**src/hdl/header_framed_byte_receiver_assert.svh**
```systemverilog
// ----------------------------------------------------------------------------
// header_framed_byte_receiver_assert.svh
// Assertion macros shared by the receiver RTL.
// ----------------------------------------------------------------------------
`ifndef HEADER_FRAMED_BYTE_RECEIVER_ASSERT_SVH
`define HEADER_FRAMED_BYTE_RECEIVER_ASSERT_SVH

// same-cycle implication
`define HFBR_ASSERT_NOW(name, clk, rst_n, ante, cons) \
    name: assert property (@(posedge clk) disable iff (!rst_n) (ante) |-> (cons)) \
        else $error("hfbr assertion failed");

// next-cycle implication
`define HFBR_ASSERT_NEXT(name, clk, rst_n, ante, cons) \
    name: assert property (@(posedge clk) disable iff (!rst_n) (ante) |=> (cons)) \
        else $error("hfbr assertion failed");

`endif

```
**src/hdl/hfbr_pkg.sv**
```systemverilog
// ----------------------------------------------------------------------------
// hfbr_pkg
// Constants and result type of the header framed byte receiver.
// ----------------------------------------------------------------------------
`default_nettype none

package hfbr_pkg;

    localparam int unsigned PAYLOAD_SLOTS = 9;      // range 2..16
    localparam logic [8:0]  SLOT_LIMIT    = 9'(PAYLOAD_SLOTS);

    localparam logic [7:0] HDR_BYTE   = 8'hFF;
    localparam logic [7:0] END_BYTE   = 8'h00;
    localparam logic [1:0] HDR_NEEDED = 2'd2;
    localparam logic [1:0] HDR_MAX    = 2'd3;
    localparam logic [7:0] COUNT_MAX  = 8'd255;

    localparam int unsigned TDATA_W = 24;           // 20 used bits, byte padded
    localparam int unsigned TUSER_W = 4;

    typedef struct packed {
        logic       echo_valid;
        logic [7:0] byte_out;
        logic       length_valid;
        logic       payload_valid;
        logic [3:0] payload_index;
        logic       overflow;
        logic       frame_done;
        logic [7:0] frame_count;
    } result_t;

endpackage

`default_nettype wire

```
**src/hdl/header_framed_byte_receiver.sv**
```systemverilog
// Results pass through the output register (and the skid register on a stall) before m_axis.
// Throughput: one byte per cycle while s_axis_tready is high; the state update is a single registered step.
// s_axis_tready is registered and drops only when the two-entry result
// buffer is full, so a stalled result does not block the next byte.
// Reset: aresetn low synchronously returns to header mode, clears counts and
// empties the result buffer.
// ----------------------------------------------------------------------------
// header_framed_byte_receiver
// Byte stream receiver: 0xFF 0xFF header, length byte, payload, 0x00 end.
// ----------------------------------------------------------------------------
`default_nettype none

module header_framed_byte_receiver (
    input  wire logic                         aclk,
    input  wire logic                         aresetn,
    // input stream
    input  wire logic                         s_axis_tvalid,
    output logic                              s_axis_tready,
    input  wire logic [7:0]                   s_axis_tdata,   // [7:0] rx_byte
    // result stream
    output logic                              m_axis_tvalid,
    input  wire logic                         m_axis_tready,
    // [7:0] byte_out, [11:8] payload_index, [19:12] frame_count, [23:20] zero
    output logic [hfbr_pkg::TDATA_W-1:0]      m_axis_tdata,
    // [0] echo_valid, [1] length_valid, [2] payload_valid, [3] overflow
    output logic [hfbr_pkg::TUSER_W-1:0]      m_axis_tuser,
    output logic                              m_axis_tlast    // frame_done
);
    import hfbr_pkg::*;

    // frame state
    logic       in_data_mode_reg, in_data_mode_next;
    logic [1:0] header_count_reg, header_count_next;
    logic [7:0] byte_count_reg,   byte_count_next;

    logic       s_fire;
    logic       data_byte;
    logic [7:0] byte_inc;
    logic [7:0] slot;
    logic [7:0] rx_byte;
    result_t    res;
    result_t    res_out;

    assign rx_byte = s_axis_tdata;

    // One-pass decode of the current byte against the frame state.
    always_comb begin
        res                = '0;
        res.byte_out       = rx_byte;
        in_data_mode_next  = in_data_mode_reg;
        header_count_next  = header_count_reg;
        byte_count_next    = byte_count_reg;
        data_byte          = in_data_mode_reg;
        byte_inc           = (byte_count_reg == COUNT_MAX) ? byte_count_reg
                                                           : byte_count_reg + 8'd1;
        slot               = byte_inc - 8'd1;

        // header hunt: count 0xFF (saturating), a non-0xFF byte after
        // exactly two of them is the first data byte
        if (!in_data_mode_reg) begin
            if (rx_byte == HDR_BYTE) begin
                res.echo_valid = 1'b1;
                if (header_count_reg != HDR_MAX) begin
                    header_count_next = header_count_reg + 2'd1;
                end
            end else if (header_count_reg != HDR_NEEDED) begin
                header_count_next = '0;
            end else begin
                data_byte = 1'b1;
            end
        end

        if (data_byte) begin
            res.echo_valid = 1'b1;
            if (rx_byte == END_BYTE) begin
                // terminator closes the frame and rearms the header hunt
                res.frame_done    = 1'b1;
                res.frame_count   = byte_count_reg;
                byte_count_next   = '0;
                header_count_next = '0;
                in_data_mode_next = 1'b0;
            end else begin
                in_data_mode_next = 1'b1;
                byte_count_next   = byte_inc;
                if (byte_inc == 8'd1) begin
                    res.length_valid = 1'b1;
                end else if ({1'b0, slot} < SLOT_LIMIT) begin
                    res.payload_valid = 1'b1;
                    res.payload_index = slot[3:0];
                end else begin
                    res.overflow = 1'b1;   // slot past buffer, not stored
                end
            end
        end
    end

    assign s_fire = s_axis_tvalid && s_axis_tready;

    always_ff @(posedge aclk) begin
        if (!aresetn) begin
            in_data_mode_reg <= 1'b0;
            header_count_reg <= '0;
            byte_count_reg   <= '0;
        end else if (s_fire) begin
            in_data_mode_reg <= in_data_mode_next;
            header_count_reg <= header_count_next;
            byte_count_reg   <= byte_count_next;
        end
    end

    // result register and skid stage
    hfbr_out_buf u_out_buf (
        .aclk      (aclk),
        .aresetn   (aresetn),
        .in_valid  (s_axis_tvalid),
        .in_ready  (s_axis_tready),
        .in_data   (res),
        .out_valid (m_axis_tvalid),
        .out_ready (m_axis_tready),
        .out_data  (res_out)
    );

    assign m_axis_tdata = {4'd0, res_out.frame_count, res_out.payload_index,
                           res_out.byte_out};
    assign m_axis_tuser = {res_out.overflow, res_out.payload_valid,
                           res_out.length_valid, res_out.echo_valid};
    assign m_axis_tlast = res_out.frame_done;

`include "header_framed_byte_receiver_assert.svh"

    // byte count only grows inside a frame
    `HFBR_ASSERT_NOW(a_count_in_frame, aclk, aresetn, byte_count_reg != 8'd0, in_data_mode_reg)
    // a terminator in data mode fully rearms the header hunt
    `HFBR_ASSERT_NEXT(a_end_rearms, aclk, aresetn, s_fire && in_data_mode_reg && (rx_byte == END_BYTE), !in_data_mode_reg && (byte_count_reg == 8'd0) && (header_count_reg == 2'd0))
    // data mode is only entered from exactly two header bytes
    `HFBR_ASSERT_NOW(a_data_after_hdr, aclk, aresetn, in_data_mode_reg, header_count_reg == HDR_NEEDED)

endmodule

`default_nettype wire

```
**src/hdl/hfbr_out_buf.sv**
```systemverilog
// ----------------------------------------------------------------------------
// hfbr_out_buf
// Two-entry result buffer: output register plus skid register.
// ----------------------------------------------------------------------------
`default_nettype none

module hfbr_out_buf (
    input  wire logic             aclk,
    input  wire logic             aresetn,
    input  wire logic             in_valid,
    output logic                  in_ready,
    input  wire hfbr_pkg::result_t in_data,
    output logic                  out_valid,
    input  wire logic             out_ready,
    output hfbr_pkg::result_t     out_data
);
    import hfbr_pkg::*;

    result_t out_reg;
    result_t skid_reg;
    logic    out_valid_reg;
    logic    skid_valid_reg;
    logic    in_fire;
    logic    pop;

    assign in_ready  = !skid_valid_reg;
    assign in_fire   = in_valid && in_ready;
    assign pop       = out_valid_reg && out_ready;
    assign out_valid = out_valid_reg;
    assign out_data  = out_reg;

    always_ff @(posedge aclk) begin
        if (!aresetn) begin
            out_valid_reg  <= 1'b0;
            skid_valid_reg <= 1'b0;
        end else if (!out_valid_reg || pop) begin
            if (skid_valid_reg) begin
                out_valid_reg  <= 1'b1;
                skid_valid_reg <= 1'b0;
            end else begin
                out_valid_reg  <= in_fire;
            end
        end else if (in_fire) begin
            skid_valid_reg <= 1'b1;
        end
    end

    // payload, no reset
    always_ff @(posedge aclk) begin
        if (!out_valid_reg || pop) begin
            out_reg <= skid_valid_reg ? skid_reg : in_data;
        end
        if (out_valid_reg && !pop && in_fire) begin
            skid_reg <= in_data;
        end
    end

`include "header_framed_byte_receiver_assert.svh"

    `HFBR_ASSERT_NOW(a_skid_needs_out, aclk, aresetn, skid_valid_reg, out_valid_reg)
    `HFBR_ASSERT_NEXT(a_stall_fills_skid, aclk, aresetn, in_fire && out_valid_reg && !out_ready, skid_valid_reg)
    `HFBR_ASSERT_NEXT(a_skid_drains, aclk, aresetn, skid_valid_reg && out_ready, out_valid_reg && !skid_valid_reg)

endmodule

`default_nettype wire

```
**config.mk**
```make
export PLATFORM = sky130hd
export DESIGN_NAME = header_framed_byte_receiver
export DESIGN_NICKNAME = d
export VERILOG_FILES = /design/src/hdl/hfbr_pkg.sv /design/src/hdl/header_framed_byte_receiver.sv /design/src/hdl/hfbr_out_buf.sv
export VERILOG_INCLUDE_DIRS = /design/src /design/src/hdl
export SDC_FILE = /design/constraint.sdc
export NUM_CORES = 1
export LEC_CHECK = 0
export BUFFER_PORTS_ARGS = -buffer_cell sky130_fd_sc_hd__buf_2
export CELL_PAD_IN_SITES_DETAIL_PLACEMENT = 0
export CELL_PAD_IN_SITES_GLOBAL_PLACEMENT = 1
export CORE_MARGIN = 2
export CORE_UTILIZATION = 49
export CTS_BUF_LIST = sky130_fd_sc_hd__clkbuf_4 sky130_fd_sc_hd__clkbuf_8 sky130_fd_sc_hd__clkbuf_16
export CTS_CLUSTER_DIAMETER = 150
export DETAILED_ROUTE_END_ITERATION = 8
export HOLD_SLACK_MARGIN = 0.05
export PLACE_DENSITY_LB_ADDON = 0.2
export SYNTH_ARGS = -nofsm -noshare
export SYNTH_HDL_FRONTEND = slang
export SYNTH_SLANG_ARGS = --single-unit
```
**constraint.sdc**
```tcl
create_clock -name aclk -period 4.8 [get_ports aclk]
set_input_delay 1.2 -clock aclk [delete_from_list [all_inputs] [get_ports aclk]]
set_output_delay 1.2 -clock aclk [all_outputs]
set_load 0.02 [all_outputs]
```
==> key figures, run 1 <==
Status
  • Status: completed

Run
  • Max-Cap Viols: 0

Global routing
  • Vias in the first global route: between 1500 and 2000
  • Global-route wire length before repair: 9.13 mm
  • Largest net degree at the start of global routing: 31
  • Overflow after GRT: 0
  • Global-route usage over all layers: a little under a fifth
  • Antenna violations before repair: 0

Cells and area
  • Layout area overhead: 14.3%
  • Final core occ: about 58%
  • Final Non-Filler Cells: 361
  • Final #Nets: ~300
  • Layout cells sized above 1: between 30 and 40%
  • Antenna cells: 0

Die
  • Rows: 28
  • Die Footprint: roughly 0.0067 sq mm
  • Die H: roughly 80 microns
  • DIE WIDTH: 81.8 microns
  • Initial core utilization: about half
  • Num ports: 43
  • Core area: around 0.0059 sq mm

Clocking
  • H-tree levels: 3
  • CTS Sinks: 63
  • Clk slew on worst S/H paths: 70 ps
  • TritonCTS clock tree: built
  • TritonCTS Buffers: 9
  • Setup Fix Bufs, Post-CTS: 0
  • Clk_lat worst skew: between 300 and 400 ps
  • Root buffer cell: clkbuf_8
  • Cts repair resizes: 0
  • Hold-fix buffers, CTS: 0
  • CTS Buffer Depth: 2

Placement
  • Placed Cells: between 300 and 400
  • HPWL Detailed: around 3.7 mm
  • GPL Wtd Cong: around 0.87
  • Port Buffers: 38
  • DP Worst Slack: 1120 ps

Synth
  • Post-synth top area cell: edfxtp_1
  • Number of synthesized flops with an enable pin: 50
  • Main synth FF type: edfxtp_1
  • Yosys top cell area share: between 50 and 60%
  • Top-count cell post-synth: edfxtp_1
  • Synth async-reset ratio: 0%
  • Synth Register Bits: between 60 and 70
  • Mapped Area: between 0.002 and 0.003 sq mm
  • Syn avg cell area: 12.3 sq um
  • Top cells by area, synth: edfxtp_1 51%, dfxtp_1 8.8%, mux2_2 6.1%, nand2_1 2.5%, nor2_1 2.5%
  • Yosys cell types: 59
  • Mapped Cells: 242
  • Yosys warns: 0
  • Sequential fraction of the synthesis area: about 59%
  • Top cells by count, synth: 50 x edfxtp_1, 20 x nand2_1, 20 x nor2_1, 16 x mux2_2, 13 x dfxtp_1

Power and ir drop
  • Peak VDD IR: 219 uV
  • Pwr/cell area: roughly 350 mW/mm^2
  • LEAKAGE: ~1.4 nW
  • Total power: approximately 1.2 mW

Routing
  • Final wirelength: ~5.6 mm
  • First drt pass iteration count: 4
  • Post-DRT Antenna Nets: 0
  • Via-per-instance ratio: between 5 and 6
  • DR vias: roughly 2000
  • DR WL/cell: ~16 microns
  • DR iter-0 viols: slightly above 90
  • DRC Markers: 0

Worst setup path
  • Critical Path Start: byte_count_reg[0]$_SDFFE_PN0P_
  • Critical Path Sink Type: register
  • Crit path required time: 4970 ps
  • CP Capture Point: u_out_buf.out_data[12]$_DFFE_PP_
  • Worst Path Arrival: between 3000 and 4000 ps
  • Slowest Stage Delay on Critical Path: approximately 750 ps
  • Worst-path cell chain: ha_1 > and4_4 > nand2_4 > xor2_1 > ha_1 > maj3_1 > nor2_1 > o31a_1 > or4b_1 > o31ai_4
  • FF-to-FF setup slack: around 1100 ps
  • CP Launch Type: register
  • Reg2reg start: byte_count_reg[0]$_SDFFE_PN0P_
  • CP max FO: 11
  • WS Path Type: reg2reg
  • CP most frequent cell: ha_1
  • Reg2reg end: u_out_buf.out_data[12]$_DFFE_PP_
  • Crit-path slowest cell: or4b_1
  • FF-to-FF path depth: 10

STA
  • Relative slew slack: 57.2%
  • Slew at the pin closest to its max-slew limit: between 600 and 700 ps
  • Tmin final: approximately 3700 ps
  • Clock skew: between 4 and 5 ps
  • Worst setup margin: between 1000 and 1500 ps
  • Final hold violation count: 0
  • RSZ-0062 raised after global routing: no
  • Slew Limit Fails: 0
  • Final worst-path cycle share: between 70% and 80%
  • Final setup fails: 0
  • Setup_tns: 0 ps
  • Max Fclk: between 200 and 300 MHz

Hold path
  • Min-delay worst type: reg2reg
## through the flow
stage,hold WS (ps),area [sq um]
after CTS,513,3390
after global routing,544,3390
final,503,3390
after global placement,482,3180
after detailed placement,495,3180
after floorplan,462,2980
## critical path: cells and delay by family, from the launching register on
family                   cells  cell delay [ps]
adder cells (fa/ha/maj)      3              900
flip-flops                   1              520
XOR/XNOR                     1              270
AO/OA/AOI/OAI                2              600
AND/OR/NAND/NOR              4             1240
## layout make-up
class | count | area [sq um]
multi-input cells | 159 | 1080
inverters | 7 | 26.3
fillers | 524 | 2490
repair buffers | 41 | 213
clock inverters | 6 | 85.1
clock buffers | 10 | 131
well taps | 75 | 93.8
flip-flops and latches | 63 | 1760
## power breakdown
part / internal (mW) / switching, mW / leakage, nW
Sequential: 0.605 / 0.00393 / 0.614
Clock: 0.296 / 0.205 / 0.106
Combinational: 0.0200 / 0.0439 / 0.634
Total: 0.921 / 0.253 / 1.35
## how the worst min path moves through the flow
stage	start	to	slack, ps	cells after the start
after floorplan	header_count_reg[1]$_SDFFE_PN0P_	header_count_reg[1]$_SDFFE_PN0P_	460	2
after global placement	header_count_reg[1]$_SDFFE_PN0P_	header_count_reg[1]$_SDFFE_PN0P_	480	2
after detailed placement	header_count_reg[1]$_SDFFE_PN0P_	header_count_reg[1]$_SDFFE_PN0P_	500	2
after CTS	header_count_reg[1]$_SDFFE_PN0P_	header_count_reg[1]$_SDFFE_PN0P_	510	2
after global routing	header_count_reg[0]$_SDFFE_PN0P_	header_count_reg[0]$_SDFFE_PN0P_	540	2
final	header_count_reg[1]$_SDFFE_PN0P_	header_count_reg[1]$_SDFFE_PN0P_	500	2
## per-layer routing
layer  wire length, microns  part of all wire, %  up-vias  GRT usage, %
met5                      0                    0        -             0
met3                    223                  4.0       10          5.27
li1                       -                    -      971             -
met1                   2660                   47      922          25.6
met4                    129                  2.3        0          8.17
met2                   2600                   46       41          28.3
## cells by family (layout without fill, tap and decap cells)
| family | Yosys count | in the layout | synth area share, % |
|---|---|---|---|
| xor+xnor | 2 | 2 | 0.591 |
| buf+inv | 23 | 64 | 4.64 |
| other cells | 1 | 4 | 0.126 |
| compound gates | 50 | 50 | 12.7 |
| flops | 63 | 63 | 59.4 |
| simple gates | 83 | 83 | 14.9 |
| mux | 17 | 17 | 6.41 |
| fa+ha+maj | 3 | 3 | 1.18 |
## placed cells by master (no fill, tap or decap), types with 2 or more instances in the layout
master	instances
buf_2	38
nor2_1	19
clkbuf_8	9
ha_1	2
and3_1	5
buf_4	3
nand3_1	5
nor4_1	2
nand4_1	3
nor2b_1	2
inv_1	6
a22oi_1	2
nand2_1	20
o21ai_0	11
nand2b_1	3
a21oi_1	10
o31ai_1	3
a21boi_0	2
bufinv_16	2
mux2_2	16
and2_1	9
o31ai_4	2
a31oi_1	3
and3b_1	2
nor3b_1	2
clkinvlp_4	2
clkinv_2	2
edfxtp_1	50
conb_1	4
dfxtp_1	13
o31ai_2	2
No activity file was read; power rests on OpenSTA's default activity.
==> inputs of run 2 (changes only) <==
--- a/config.mk
+++ b/config.mk
@@ -10,7 +10,7 @@
 export CELL_PAD_IN_SITES_DETAIL_PLACEMENT = 0
 export CELL_PAD_IN_SITES_GLOBAL_PLACEMENT = 1
 export CORE_MARGIN = 2
-export CORE_UTILIZATION = 49
+export CORE_UTILIZATION = 41
 export CTS_BUF_LIST = sky130_fd_sc_hd__clkbuf_4 sky130_fd_sc_hd__clkbuf_8 sky130_fd_sc_hd__clkbuf_16
 export CTS_CLUSTER_DIAMETER = 150
 export DETAILED_ROUTE_END_ITERATION = 8
==> constraint.sdc (replaced) <==
create_clock -name aclk -period 3.2 [get_ports aclk]
set_input_delay 0.8 -clock aclk [delete_from_list [all_inputs] [get_ports aclk]]
set_output_delay 0.8 -clock aclk [all_outputs]
set_load 0.02 [all_outputs]
==> run 2 against run 1 <==
Net effect:
- power rose by 51%
- cell area rose by 3.0%
- sequential power rose by 50%
- worst hold slack improved by 11 ps
- die area rose by 19%
- fmax rose by 25%
- sequential cell count did not move
- routed wire length rose by 7.3%
- combinational power rose by 51%
- critical path depth did not move
==> key figures, run 2 (synthesized netlist as in run 1, its figures left out) <==
Status
  • Status: completed (unchanged)

Clocking
  • Root buffer cell: clkbuf_8 (unchanged)
  • TritonCTS clock tree: built (unchanged)
  • Setup Fix Bufs, Post-CTS: 0 (unchanged)
  • Hold-fix buffers, CTS: 0 (unchanged)
  • Clk slew on worst S/H paths: 70 ps (about the same)
  • CTS Buffer Depth: 2 (unchanged)
  • Clk_lat worst skew: 350 ps (was 340 ps)
  • CTS Sinks: 63 (unchanged)
  • TritonCTS Buffers: 9 (unchanged)
  • H-tree levels: 3 (unchanged)

Global routing
  • Global-route usage over all layers: 16.7% (was 18.9%)
  • Vias in the first global route: 1918 (was 1791)
  • Overflow after GRT: 0 (unchanged)
  • Global-route wire length before repair: 9.83 mm (was 9.13 mm)
  • Largest net degree at the start of global routing: 30 (was 31)
  • Antenna violations before repair: 0 (unchanged)

Worst setup path
  • Slowest Stage Delay on Critical Path: 620 ps (was 750 ps)
  • CP Launch Type: register (unchanged)
  • CP max FO: 11 (unchanged)
  • Crit-path slowest cell: or4b_4 (was or4b_1)
  • Worst-path cell chain: ha_1 > and4_4 > nand2_4 > xor2_1 > ha_2 > maj3_1 > nor2_1 > o31a_1 > or4b_4 > o31ai_4 (was ha_1 > and4_4 > nand2_4 > xor2_1 > ha_1 > maj3_1 > nor2_1 > o31a_1 > or4b_1 > o31ai_4)
  • CP Buf/Inv Count: 0 (unchanged)
  • FF-to-FF setup slack: 240 ps (was 1100 ps)
  • Worst Path Arrival: 3140 ps (was 3870 ps)
  • WS Path Type: reg2reg (unchanged)
  • Crit path required time: 3380 ps (was 4970 ps)
  • Critical Path Sink Type: register (unchanged)
  • Worst path top cell family by delay: simple AND/OR/NAND/NOR gates (unchanged)

Placement
  • HPWL Detailed: 4.06 mm (was 3.75 mm)
  • Port Buffers: 38 (unchanged)
  • Placed Cells: 377 (was 345)
  • GPL Wtd Cong: 0.898 (was 0.870)
  • DP Worst Slack: -13.5 ps (was 1120 ps)

Hold path
  • Min-delay worst type: reg2reg (unchanged)

Routing
  • DR vias: 1975 (was 1944)
  • First drt pass iteration count: 4 (unchanged)
  • DR iter-0 viols: 135 (was 93)
  • Final wirelength: 6.02 mm (was 5.61 mm)
  • Via-per-instance ratio: 5.03 (was 5.39)
  • DRC Markers: 0 (unchanged)
  • Post-DRT Antenna Nets: 0 (unchanged)
  • DR WL/cell: 15.3 microns (was 15.5 microns)

Run
  • Max-Cap Viols: 0 (unchanged)

STA
  • Setup_tns: 0 ps (unchanged)
  • Clock skew: 10.3 ps (was 4.96 ps)
  • Final hold violation count: 0 (unchanged)
  • Relative slew slack: 60.2% (was 57.2%)
  • Worst setup margin: 241 ps (was 1100 ps)
  • Slew at the pin closest to its max-slew limit: 596 ps (was 643 ps)
  • Slew Limit Fails: 0 (unchanged)
  • Max Fclk: 338 MHz (was 270 MHz)
  • Final setup fails: 0 (unchanged)
  • RSZ-0062 raised after global routing: no (unchanged)
  • Tmin final: 2960 ps (was 3700 ps)
  • Final worst-path cycle share: 92.5% (was 77.1%)

Die
  • Initial core utilization: 41.6% (was 50.4%)
  • Die Footprint: 0.00793 sq mm (was 0.00669 sq mm)
  • DIE WIDTH: 89.1 microns (was 81.8 microns)
  • Num ports: 43 (unchanged)
  • Core area: 0.00714 sq mm (was 0.00589 sq mm)
  • Die H: 89.1 microns (was 81.8 microns)
  • Rows: 31 (was 28)

Cells and area
  • Filler instances: 692 (was 524)
  • Final Non-Filler Cells: 393 (was 361)
  • Layout area overhead: 17.8% (was 14.3%)
  • Final #Nets: 303 (was 295)
  • Commonest non-fill, non-tap cell in the layout: edfxtp_1 (unchanged)
  • Multi-input logic area: 0.00109 sq mm (was 0.00108 sq mm)
  • Most frequent cells in the layout: 50 x edfxtp_1, 38 x buf_2, 20 x nand2_1 (unchanged)
  • Layout cells sized above 1: 34.0% (was 31.1%)
  • Register Area: 0.00176 sq mm (about the same)
  • Antenna cells: 0 (unchanged)
  • Final core occ: 48.9% (was 57.6%)

Power and ir drop
  • Switch Pwr: 0.392 mW (was 0.253 mW)
  • LEAKAGE: 1.40 nW (was 1.35 nW)
  • Clock Power Share: 43.1% (was 42.7%)
  • Logic pwr share: 5.4% (about the same)
  • Pwr/cell area: 508 mW/mm^2 (was 346 mW/mm^2)
  • Internal power: 1.38 mW (was 0.921 mW)
  • Flop pwr share: 51.5% (was 51.9%)
  • Total power: 1.77 mW (was 1.17 mW)
  • Peak VDD IR: 262 uV (was 219 uV)
  • Sw frac: 22.1% (was 21.5%)
## run 2: per-stage QoR
step	instance area, sq um	hold slack (ps)
floorplan	2980	462
global placement	3270	489
detailed placement	3270	503
CTS	3490	520
global route	3490	549
finish	3490	514
## run 2: per-layer routing
| layer | up-vias | wire length (microns) | GRT usage [%] |
|---|---|---|---|
| li1 | 987 | - | - |
| met1 | 940 | 2960 | 23.0 |
| met2 | 41 | 2760 | 24.8 |
| met3 | 7 | 206 | 4.89 |
| met4 | 0 | 97 | 6.51 |
| met5 | - | 0 | 0 |
## run 2: worst paths after layout
check / cells past startpoint / start / end
min reg2reg: 2 / in_data_mode_reg$_SDFFE_PN0P_ / in_data_mode_reg$_SDFFE_PN0P_
max reg2reg: 10 / byte_count_reg[1]$_SDFFE_PN0P_ / u_out_buf.out_data[13]$_DFFE_PP_
max: 10 / byte_count_reg[1]$_SDFFE_PN0P_ / u_out_buf.out_data[13]$_DFFE_PP_
min: 2 / in_data_mode_reg$_SDFFE_PN0P_ / in_data_mode_reg$_SDFFE_PN0P_
## run 2: area by class of cell
cell class              instances  share of cell area (%)
multi-input cells             159                    31.2
clock buffers                  10                    3.76
clock inverters                 6                    2.44
inverters                       7                   0.752
repair buffers                 49                    7.81
flip-flops and latches         63                    50.5
well taps                      99                    3.55
## run 2: power by group through the flow
stage,clock network [mW],logic (mW),registers (mW)
final,0.765,0.0965,0.913
after global routing,0.822,0.105,0.917
after CTS,0.787,0.0982,0.914
after detailed placement,0,0.0981,0.932
after global placement,0,0.0968,0.931
after floorplan,0,0.0338,0.960
## run 2: worst reg2reg max path: stages (launching register included)
cell     delay, ps
dfxtp_2        370
ha_1           180
and4_4         300
nand2_4        120
xor2_1         200
ha_2           250
maj3_1         170
nor2_1          40
o31a_1         310
or4b_4         620
o31ai_4        240
## run 2: what timing repair did
| action | 4_1_cts | 5_1_grt |
|---|---|---|
| gates resized for setup | 1 | 3 |
| pin swaps | 0 | 0 |
| setup endpoints to repair | 4 | 6 |
